[src/sv/satl_pkg.sv]
// ----------------------------------------------------------------------------
// satl_pkg
// Shared widths, register indexes, policy codes and the controller-to-datapath
// command bundle of the set-associative tag lookup unit.
// ----------------------------------------------------------------------------
package satl_pkg;

  // fixed field widths
  localparam int ADDR_W      = 32;
  localparam int TAG_W       = 20;
  localparam int WAY_OUT_W   = 2;
  localparam int SET_OUT_W   = 6;
  localparam int LAT_W       = 8;
  localparam int CNT_W       = 32;
  localparam int POL_W       = 2;
  localparam int LFSR_W      = 16;

  // configuration port
  localparam int CFG_IDX_W   = 2;
  localparam int CFG_DATA_W  = 8;
  localparam logic [CFG_IDX_W-1:0] REG_POLICY  = 2'd0;
  localparam logic [CFG_IDX_W-1:0] REG_LATENCY = 2'd1;

  // replacement policy codes (the fourth code picks way 0, no order update)
  localparam logic [POL_W-1:0] POL_LRU  = 2'd0;
  localparam logic [POL_W-1:0] POL_FIFO = 2'd1;
  localparam logic [POL_W-1:0] POL_RAND = 2'd2;

  // reset values
  localparam logic [POL_W-1:0]  POLICY_RST  = POL_LRU;
  localparam logic [LAT_W-1:0]  LATENCY_RST = 8'd1;
  localparam logic [LFSR_W-1:0] LFSR_SEED   = 16'hACE1;

  // default geometry
  localparam int DEF_NUM_SETS    = 64;
  localparam int DEF_WAYS        = 4;
  localparam int DEF_BLOCK_BYTES = 64;

  // commands from controller to datapath
  typedef struct packed {
    logic load;     // capture the address of an accepted access
    logic read;     // read the set row from the tag memory
    logic compare;  // compare tags, register hit and hit way
    logic update;   // pick way, write back row, update counters, drive result
  } satl_cmd_t;

endpackage

[src/sv/satl_ctrl.sv]
// ----------------------------------------------------------------------------
// satl_ctrl
// Sequencer of the lookup: idle, memory read, tag compare, update.
// ----------------------------------------------------------------------------
module satl_ctrl
  import satl_pkg::*;
(
  input  logic      clk,
  input  logic      rst_n,
  input  logic      start,
  output logic      busy,
  output satl_cmd_t cmd
);

  typedef enum logic [3:0] {
    ST_IDLE = 4'b0001,
    ST_READ = 4'b0010,
    ST_COMP = 4'b0100,
    ST_UPDT = 4'b1000
  } state_t;

  state_t state_r;
  state_t state_nxt;

  // next state
  always_comb begin
    state_nxt = state_r;
    unique case (state_r)
      ST_IDLE: if (start) state_nxt = ST_READ;
      ST_READ: state_nxt = ST_COMP;
      ST_COMP: state_nxt = ST_UPDT;
      ST_UPDT: state_nxt = ST_IDLE;
      default: state_nxt = ST_IDLE;
    endcase
  end

  // state register
  always_ff @(posedge clk) begin
    if (!rst_n) begin
      state_r <= ST_IDLE;
    end else begin
      state_r <= state_nxt;
    end
  end

  // commands and status
  assign busy        = (state_r != ST_IDLE);
  assign cmd.load    = (state_r == ST_IDLE) && start;
  assign cmd.read    = (state_r == ST_READ);
  assign cmd.compare = (state_r == ST_COMP);
  assign cmd.update  = (state_r == ST_UPDT);

endmodule

[config.mk]
export PLATFORM = sky130hd
export DESIGN_NAME = satl_ctrl
export DESIGN_NICKNAME = d
export VERILOG_FILES = /design/src/sv/satl_pkg.sv /design/src/sv/satl_ctrl.sv
export SDC_FILE = /design/constraint.sdc
export NUM_CORES = 1
export LEC_CHECK = 0
export BUFFER_PORTS_ARGS = -buffer_cell sky130_fd_sc_hd__buf_2
export CAP_MARGIN = 5
export CORE_AREA = 5 5 42 44
export CTS_CLUSTER_SIZE = 10
export DETAILED_ROUTE_END_ITERATION = 16
export DIE_AREA = 0 0 47 49
export PLACE_DENSITY = 0.33
export SLEW_MARGIN = 15
export SYNTH_ARGS = -nofsm -noshare
export SYNTH_HDL_FRONTEND = slang
export SYNTH_SLANG_ARGS = --single-unit
[constraint.sdc]
create_clock -name clk -period 1.6 [get_ports clk]
set_input_delay 0 -clock clk [delete_from_list [all_inputs] [get_ports clk]]
set_output_delay 0 -clock clk [all_outputs]
set_load 0.1 [all_outputs]
## Yosys cells after proc, flatten, opt, wreduce, memory -nomap -nowiden

Cells that the tools add are included.

- Bits in registers: 4
- Input port bits: 3
- Output and inout bits: 5
- Logic and storage cells: 10

- Equality and inequality tests: 6
- Mux-type cells: 2
- Reduce and logical (&&, ||, !) cells: 1

Operator list:

| kind | number |
|---|---|
| 4-bit one-hot mux with 3 select lines | 1 |
| 4-bit by 1-bit equality test with 1-bit output (second input constant) | 1 |
| 4-bit by 2-bit equality test with 1-bit output (second input constant) | 1 |
| 4-bit by 3-bit equality test with 1-bit output (second input constant) | 1 |
| 4-bit equality test (second input constant) | 1 |
| 4-bit two-way mux | 1 |
| 4-bit by 1-bit inequality test with 1-bit output (second input constant) | 1 |
| 2-bit inequality test (second input constant) | 1 |
| 1-bit logical AND | 1 |

## Longest topological paths before layout

Gate-level depths: netlist of run 1.

- Word-level depth: 2
- Depth in mapped cells: 3
- Mapped depth without buffers: 2

## Least setup slack after synthesis of run 1

Ideal clock, no wire load.

- Path kind: reg-to-output
- Start: register state_r[3]
- End: output cmd[0] in the netlist's numbering
- Arrival time: 3.519 ns
- Required time: 1.600 ns
- Setup slack: -1.919 ns
- Cell stages (with the launch flop): 2
- Buffers on the path: 0
- Cells stage by stage: dfxtp_1 nor4b_1

RTL lines:

| item | line | RTL |
|---|---|---|
| start, declared | satl_ctrl.sv:22 | `state_t state_r;` |
| start signal, assigned | satl_ctrl.sv:42 | `state_r <= state_nxt;` |
| end, declared | satl_ctrl.sv:12 | `output satl_cmd_t cmd` |

==> metrics, run 1 <==
leak pwr=0.138 nW; Max Clock Skew=0.00229 ns; P per Cell Area=954 nW/um2; r2r startpoint=state_r[0]$_SDFFE_PN1P_; element type at the critical path end=primary output; slowest CP cell=dfxtp_2; RSZ-0062 raised after global routing=false; drt first-iter violations=5; crit-path cells=or3b_1, nor2_1, buf_12; peak supply drop=0.000415 V; Final Instance Area=340 um2; GRT Total Usage=0.0493; via count=177; vias in the first global route=162; # rows=14; global-route wire length before repair=759 um; Combinational Power Share=0.269; Internal Power=0.000217 W; Die ar.=2300 um2; required time of the critical path=1.60 ns; initial antenna violation count=0; CTS tree=done; clock slew at reported path FFs=0.04 ns; I/O Pins=8; Sw Ratio=0.331; capturing point of the worst reg2reg path=state_r[0]$_SDFFE_PN1P_; largest stage delay on the critical path=0.41 ns; cells taking the most area after synthesis=dfxtp_1 40%, and2_1 9.3%, nor4b_1 8.7%, nor4b_2 7.5%, nor2b_1 6.2%; final core utilization=0.243; drt wl/cell=9.87 um; worst hold path class=in2reg; min Tclk post-route=1.44 ns; worst path bufs/invs=1; Post-DP Area=307 um2; Yosys reg bits=4; Setup violations, final=0; largest net degree at the start of global routing=7; layout cells sized above 1=0.533; CTS Buf Count=3; Hold EP=state_r[1]$_SDFFE_PN0P_; most frequent cells in the layout=5 x buf_2, 4 x dfxtp_2, 3 x and2_1, 3 x clkbuf_4; Reg2Reg Depth=2; cell count after synthesis=20; Clock Tree Buf Depth=2; fin nets=35; postcts setup bufs=0; top cell family by delay on the critical path=simple AND/OR/NAND/NOR gates; Routed Antenna Nets=0; synthesized cell area=201 um2; cell taking the most area after synthesis=dfxtp_1; clock latency on the worst-skew pair=0.23 ns; sequential share of power=0.355; actual slew at the worst max-slew pin=0.489 ns; most common cell after layout, fill and taps aside=buf_2; Hold Crit Depth=3; Num Clock Sinks=4; WP data arrival=1.44 ns; Crit Path Max Fanout=6; Mapped Nets=23; Post-Route WL=454 um; TritonRoute pass-1 iters=2; max_slew headroom=0.676; input/output buffers=7; Hold Crit Start=start; status=finished, final reports clean; DR DRC count=0; Peak Freq=694 MHz; Die X=47 um; r2r setup slk=0.63 ns; CP Class=reg2out; Worst Setup Start Kind=flip-flop; grt ovf=0; Hold Violations, Final=0; max_cap viols=0; register area share after synthesis=0.398; top flop regs=state_r: 4 flops; Synth top area share=0.398; GP Congestion=0.709; Avg Cell Area, Syn=10.1 um2; vias per inst=3.85; register with the most flip-flops=state_r; Clock Tree Root=clkbuf_4; Die Height=49 um; Sw Pwr=0.000107 W; H-tree Lvls=1; area of the core=1400 um2; fin crit share=0.901; synth warn=0; max reg flops=4; Yosys cell types=13; FILL cells=161; Area Overhead vs Synth=68.9%; Initial Util=0.144; n_diodes=0; Clk pwr share=0.377; final slew viol count=0
tightest hold or removal path, delay by kind of cell:
family	cells	cell delay, ns
AND/OR/NAND/NOR	2	0.29
buffers and inverters	1	0.11
through the flow:
step                      power (W)  hold slack (ns)  setup TNS, ns  cells  worst slack (ns)
after CTS                  0.000332            0.203              0     46            0.0373
after detailed placement   0.000203            0.236              0     42             0.294
after floorplan            0.000180            0.127         -0.154     20            -0.154
after global placement     0.000202            0.235              0     42             0.303
final                      0.000325            0.209              0     46             0.159
after global routing       0.000346            0.224              0     46            0.0875
logic make-up (layout without fill, tap and decap cells):
family / after synthesis / count (layout) / synth area share
AOI/OAI and AO/OA: 1 / 1 / 0.0373
xor gates and xnor gates: 1 / 1 / 0.0435
and+or+nand+nor: 12 / 12 / 0.466
buffers and inverters: 2 / 12 / 0.0559
DFF: 4 / 4 / 0.398
power groups by stage:
stage	Combinational (W)	Clock, W	Sequential, W
2_1_floorplan	0.0000657	0	0.000115
3_3_place_gp	0.0000857	0	0.000117
3_5_place_dp	0.0000859	0	0.000117
4_1_cts	0.0000879	0.000129	0.000115
5_1_grt	0.0000912	0.000139	0.000116
6_report	0.0000872	0.000122	0.000115
final cells by class:
| type | instances | area [um2] | share of cell area |
|---|---|---|---|
| inverter | 1 | 3.75 | 0.0110 |
| clock buffer | 3 | 22.5 | 0.0662 |
| tap | 16 | 20.0 | 0.0588 |
| timing repair buffer | 8 | 75.1 | 0.221 |
| sequential | 4 | 85.1 | 0.250 |
| multi-input combinational | 14 | 134 | 0.393 |
cell usage after synthesis (all sizes together):
cell type,n
a22oi,1
and2,3
buf,1
dfxtp,4
inv,1
nor2,1
nor2b,2
nor3b,1
nor4b,3
nor4bb,1
or3b,1
xor2,1
layer usage:
metal / GRT usage / vias to the layer above / part of all wire
met2: 0.0588 / 6 / 0.44
met3: 0.0554 / 0 / 0.097
met5: 0 / - / 0
li1: - / 93 / -
met4: 0.0138 / 0 / 0
met1: 0.0570 / 78 / 0.46
worst max path at each step:
| stage | from | endpoint | cells after the start |
|---|---|---|---|
| floorplan | state_r[3]$_SDFFE_PN0P_ | state_r[2]$_SDFFE_PN0P_ | 2 |
| global placement | state_r[2]$_SDFFE_PN0P_ | cmd[1] | 3 |
| detailed placement | state_r[2]$_SDFFE_PN0P_ | cmd[1] | 3 |
| CTS | state_r[2]$_SDFFE_PN0P_ | cmd[1] | 3 |
| global route | state_r[2]$_SDFFE_PN0P_ | cmd[1] | 3 |
| finish | state_r[2]$_SDFFE_PN0P_ | cmd[1] | 3 |
timing repair:
item	in CTS	in global routing
hold buffers	1	0
endpoints found under the hold margin	1	0
gates resized for setup	0	1
endpoints found under the setup margin	0	1
(Power assumes the default switching activity.)
==> inputs of run 2 (changes only) <==
--- a/config.mk
+++ b/config.mk
@@ -5,6 +5,7 @@
 export SDC_FILE = /design/constraint.sdc
 export NUM_CORES = 1
 export LEC_CHECK = 0
+export ABC_CLOCK_PERIOD_IN_PS = 1650
 export BUFFER_PORTS_ARGS = -buffer_cell sky130_fd_sc_hd__buf_2
 export CAP_MARGIN = 5
 export CORE_AREA = 5 5 42 44
==> constraint.sdc (replaced) <==
create_clock -name clk -period 1.65 [get_ports clk]
set_input_delay 0 -clock clk [delete_from_list [all_inputs] [get_ports clk]]
set_output_delay 0 -clock clk [all_outputs]
set_load 0.1 [all_outputs]
==> run 2 against run 1 <==
  * Largest power group unchanged
  * Utilization is 0.98 points lower
  * Routed wire length is 5.3% higher
  * Worst setup slack worse by 0.040 ns
  * Critical path depth stayed put
  * Non-clock buffer count stayed put
  * Clock-buffer cell count stayed put
  * Via count is 2.3% lower
  * Combinational power is 11% lower
  * Design area is 4.0% lower
  * Sequential cell count stayed put
  * Hold slack better by 0.0065 ns
==> metrics, run 2 (synthesized netlist as in run 1, its figures left out) <==
required time of the critical path=1.65 ns (+0.05 ns); fin nets=35 (unchanged); placed insts=42 (unchanged); Die ar.=2300 um2 (unchanged); CTS Buf Count=3 (unchanged); n_diodes=0 (unchanged); worst hold path class=in2reg; Initial Util=0.144 (unchanged); drt first-iter violations=6 (+1); Die Height=49 um (unchanged); DR DRC count=0 (unchanged); GP Congestion=0.723 (+2.0%); Clock Tree Root=clkbuf_4; CTS tree=done; actual slew at the worst max-slew pin=0.486 ns (-0.00326 ns); Post-Route WL=478 um (+5.3%); crit-path cells=or3b_1, nor2_1, buf_12; H-tree Lvls=1 (unchanged); max_slew headroom=0.678 (+0.00216); GRT Total Usage=0.0528 (+0.00356); largest net degree at the start of global routing=7 (unchanged); Routed Antenna Nets=0 (unchanged); worst path bufs/invs=1 (unchanged); peak supply drop=0.000413 V (-0.67%); WP data arrival=1.53 ns (+0.09 ns); Setup violations, final=0 (unchanged); Peak Freq=653 MHz; min Tclk post-route=1.53 ns; top flop regs=state_r: 4 flops; max_cap viols=0 (unchanged); slowest CP cell=dfxtp_1; most common cell after layout, fill and taps aside=buf_2; Die X=47 um (unchanged); FILL cells=157 (-2.5%); P per Cell Area=948 nW/um2 (-0.63%); largest stage delay on the critical path=0.50 ns (+0.09 ns); final core utilization=0.233 (-0.00982); Worst Setup Start Kind=flip-flop; leak pwr=0.134 nW (-3.5%); I/O Pins=8 (unchanged); via count=173 (-2.3%); grt ovf=0 (unchanged); TritonRoute pass-1 iters=4 (+2); area of the core=1400 um2 (unchanged); # rows=14 (unchanged); Clock Tree Buf Depth=2 (unchanged); status=finished, final reports clean; Max Clock Skew=0.00611 ns (+0.00381 ns); top cell family by delay on the critical path=simple AND/OR/NAND/NOR gates; Final Non-Filler Cells=46 (unchanged); Crit Path Max Fanout=6 (unchanged); layout cells sized above 1=0.500 (-0.0333); Hold Violations, Final=0 (unchanged); RSZ-0062 raised after global routing=false; vias per inst=3.76 (-2.3%); global-route wire length before repair=793 um (+4.5%); clock slew at reported path FFs=0.04 ns (about the same); most frequent cells in the layout=5 x buf_2, 4 x clkbuf_4, 3 x and2_1, 3 x dfxtp_2; vias in the first global route=181 (+12%); input/output buffers=7 (unchanged); CP Class=reg2out; element type at the critical path end=primary output; Area Overhead vs Synth=62.1%; register with the most flip-flops=state_r; drt wl/cell=10.4 um (+5.3%); initial antenna violation count=0 (unchanged); clock latency on the worst-skew pair=0.23 ns (about the same); fin crit share=0.928; final slew viol count=0 (unchanged); Num Clock Sinks=4 (unchanged); max reg flops=4 (unchanged)
run 2: cell types whose count changed in the layout (fill, tap and decap cells not counted), sizes merged:
cell / before / now
buf: 7 / 6
clkbuf: 3 / 4
run 2: worst register-to-register path, delay by kind of cell, from the launching register on:
kind / cells / cell delay, ns
and+or+nand+nor: 2 / 0.52
DFF: 1 / 0.50
run 2: final cells by class:
class,count,area (um2),area share
clock buffers,3,22.5,0.0690
inverters,1,3.75,0.0115
multi-input cells,14,134,0.410
flip-flops and latches,4,83.8,0.257
well taps,16,20.0,0.0613
repair buffers,8,62.6,0.192
run 2: through the flow:
stage | hold slack (ns) | setup TNS (ns) | power (W) | area, um2 | setup WS [ns]
2_1_floorplan | 0.127 | -0.104 | 0.000175 | 229 | -0.104
3_3_place_gp | 0.235 | 0 | 0.000187 | 292 | 0.358
3_5_place_dp | 0.238 | 0 | 0.000188 | 292 | 0.336
4_1_cts | 0.211 | 0 | 0.000316 | 324 | 0.0715
5_1_grt | 0.225 | 0 | 0.000326 | 327 | 0.0144
6_report | 0.215 | 0 | 0.000309 | 327 | 0.119
run 2: worst paths after layout:
check                                          endpoint  cells past startpoint                    start  slack [ns]
worst max-delay path                             cmd[1]                      3  state_r[2]$_SDFFE_PN0P_        0.12
worst min-delay path            state_r[1]$_SDFFE_PN0P_                      3                    start        0.22
worst min register to register  state_r[3]$_SDFFE_PN0P_                      2  state_r[1]$_SDFFE_PN0P_        0.63
worst max register to register  state_r[3]$_SDFFE_PN0P_                      2  state_r[2]$_SDFFE_PN0P_        0.55
run 2: what timing repair did:
action | CTS | global route
hold endpoints to repair | 1 | 0
setup buffers | 0 | 0
hold buffers | 1 | 0
resized for setup | 0 | 1
setup endpoints to repair | 0 | 1
run 2: report_power, final:
group | internal, W | total (W) | switching (W)
clock network | 0.0000813 | 0.000120 | 0.0000392
registers | 0.000102 | 0.000112 | 0.00000943
logic | 0.0000207 | 0.0000774 | 0.0000568
total | 0.000204 | 0.000309 | 0.000105
run 2: per-layer routing:
| metal | part of all wire | wire length (um) | track usage | vias up |
|---|---|---|---|---|
| met4 | 0.025 | 12 | 0.0829 | 0 |
| met1 | 0.43 | 205 | 0.0593 | 75 |
| li1 | - | - | - | 92 |
| met2 | 0.48 | 230 | 0.0611 | 4 |
| met5 | 0 | 0 | 0 | - |
| met3 | 0.061 | 29 | 0.0111 | 2 |
==> inputs of run 3 (changes only) <==
--- a/config.mk
+++ b/config.mk
@@ -8,11 +8,13 @@
 export ABC_CLOCK_PERIOD_IN_PS = 1650
 export BUFFER_PORTS_ARGS = -buffer_cell sky130_fd_sc_hd__buf_2
 export CAP_MARGIN = 5
-export CORE_AREA = 5 5 42 44
+export CELL_PAD_IN_SITES_DETAIL_PLACEMENT = 0
+export CELL_PAD_IN_SITES_GLOBAL_PLACEMENT = 1
+export CORE_AREA = 2 2 39 41
 export CTS_CLUSTER_SIZE = 10
 export DETAILED_ROUTE_END_ITERATION = 16
-export DIE_AREA = 0 0 47 49
-export PLACE_DENSITY = 0.33
+export DIE_AREA = 0 0 41 43
+export PLACE_DENSITY = 0.4
 export SLEW_MARGIN = 15
 export SYNTH_ARGS = -nofsm -noshare
 export SYNTH_HDL_FRONTEND = slang
==> run 3 against run 2 <==
  * Critical path type unchanged
  * Global-route usage rose by 2.2 points
  * Hold slack got worse by 0.015 ns
  * Final cell count did not move
==> metrics, run 3 (synthesized netlist as in run 1, its figures left out) <==
max_slew headroom=0.677 (-0.00148); register with the most flip-flops=state_r; clock latency on the worst-skew pair=0.24 ns (about the same); element type at the critical path end=primary output; Die ar.=1760 um2 (-23%); initial antenna violation count=0 (unchanged); CP Class=reg2out; fin crit share=0.935 (+0.00673); Crit Path Max Fanout=6 (unchanged); I/O Pins=8 (unchanged); Peak Freq=648 MHz (-0.72%); vias per inst=3.83 (+1.7%); drt first-iter violations=5 (-1); Area Overhead vs Synth=62.1% (unchanged); Clock Tree Root=clkbuf_4; Final Instance Area=327 um2 (unchanged); CTS tree=done; largest net degree at the start of global routing=7 (unchanged); WP data arrival=1.54 ns (about the same); actual slew at the worst max-slew pin=0.488 ns (+0.00224 ns); n_diodes=0 (unchanged); Post-DP Area=292 um2 (unchanged); area of the core=1380 um2 (-1.2%); Clock Tree Buf Depth=2 (unchanged); most common cell after layout, fill and taps aside=buf_2; most frequent cells in the layout=5 x buf_2, 4 x clkbuf_4, 3 x and2_1, 3 x dfxtp_2; # rows=14 (unchanged); Max Clock Skew=0.00613 ns (+0.0000205 ns); Setup violations, final=0 (unchanged); Worst Setup Start Kind=flip-flop; Final Non-Filler Cells=46 (unchanged); RSZ-0062 raised after global routing=false; P per Cell Area=950 nW/um2 (+0.22%); Die Height=43 um (-12%); FILL cells=160 (+1.9%); grt ovf=0 (unchanged); layout cells sized above 1=0.500 (unchanged); Post-Route WL=453 um (-5.2%); Die X=41 um (-13%); top flop regs=state_r: 4 flops; sequential share of power=0.359 (-0.002); Combinational Power Share=0.248 (-0.002); peak supply drop=0.000227 V (-45%); placed insts=42 (unchanged); Routed Antenna Nets=0 (unchanged); Sw Ratio=0.342 (+0.00129); status=finished, final reports clean; Clk pwr share=0.393 (+0.004); required time of the critical path=1.65 ns (about the same); clock slew at reported path FFs=0.04 ns (about the same); DR DRC count=0 (unchanged); CTS Buf Count=3 (unchanged); TritonRoute pass-1 iters=2 (-2); input/output buffers=7 (unchanged); final core utilization=0.236 (+0.00295); GP Congestion=0.664 (-8.2%); leak pwr=0.134 nW (unchanged); Hold Violations, Final=0 (unchanged); Sw Pwr=0.000106 W (+0.60%); worst hold path class=in2reg; vias in the first global route=189 (+4.4%); min Tclk post-route=1.54 ns (+0.0111 ns); drt wl/cell=9.85 um (-5.2%); final slew viol count=0 (unchanged); post-route setup slack=0.108 ns (-0.0111 ns); max reg flops=4 (unchanged); fin nets=35 (unchanged); Num Clock Sinks=4 (unchanged); via count=176 (+1.7%); pre-CTS setup slack=0.330 ns (-0.00567 ns); max_cap viols=0 (unchanged); postcts setup bufs=0 (unchanged); Initial Util=0.146 (+0.00182); Internal Power=0.000204 W (about the same); global-route wire length before repair=772 um (-2.6%); H-tree Lvls=1 (unchanged); GRT Total Usage=0.0753 (+0.0225)
==> run 3: cell counts in the layout (fill, tap and decap cells not counted) <==
Identical to the previous run, type by type.
==> run 3: timing repair <==
item,4_1_cts,5_1_grt
endpoints found under the hold margin,1,0
resized for setup,0,1
endpoints found under the setup margin,0,1
hold buffers,1,0
==> run 3: layer usage <==
layer | up-vias | share of wire | global-route usage | routed length (um)
li1 | 90 | - | - | -
met1 | 80 | 0.45 | 0.0772 | 205
met2 | 6 | 0.49 | 0.0844 | 224
met3 | 0 | 0.051 | 0.0628 | 23
met4 | 0 | 0 | 0.0800 | 0
met5 | - | 0 | 0 | 0
==> run 3: power by group through the flow <==
stage	Clock [W]	Sequential [W]	Combinational, W
after floorplan	0	0.000111	0.0000637
after global placement	0	0.000113	0.0000745
after detailed placement	0	0.000113	0.0000745
after CTS	0.000128	0.000111	0.0000763
after global routing	0.000136	0.000112	0.0000810
final	0.000122	0.000111	0.0000770
==> run 3: cell type report <==
cell class | instances | area [um2] | area share
clock buffers | 3 | 22.5 | 0.0690
multi-input cells | 14 | 134 | 0.410
flip-flops and latches | 4 | 83.8 | 0.257
well taps | 16 | 20.0 | 0.0613
inverters | 1 | 3.75 | 0.0115
repair buffers | 8 | 62.6 | 0.192
==> run 3: final timing paths <==
| kind | start | slack, ns | end | cells past startpoint |
|---|---|---|---|---|
| worst min register to register | state_r[1]$_SDFFE_PN0P_ | 0.63 | state_r[3]$_SDFFE_PN0P_ | 2 |
| worst max register to register | state_r[2]$_SDFFE_PN0P_ | 0.56 | state_r[3]$_SDFFE_PN0P_ | 2 |
| worst min-delay path | start | 0.20 | state_r[1]$_SDFFE_PN0P_ | 3 |
| worst max-delay path | state_r[2]$_SDFFE_PN0P_ | 0.11 | cmd[1] | 3 |
==> run 3: per-stage QoR <==
stage	hold slack [ns]	total power (W)	setup TNS (ns)
after CTS	0.195	0.000316	0
after global routing	0.213	0.000329	0
after global placement	0.241	0.000187	0
after floorplan	0.127	0.000175	-0.104
after detailed placement	0.238	0.000188	0
final	0.201	0.000310	0
==> run 3: critical path: stages (launching register included) <==
cell,delay (ns)
dfxtp_1,0.49
or3b_1,0.40
nor2_1,0.20
buf_12,0.21
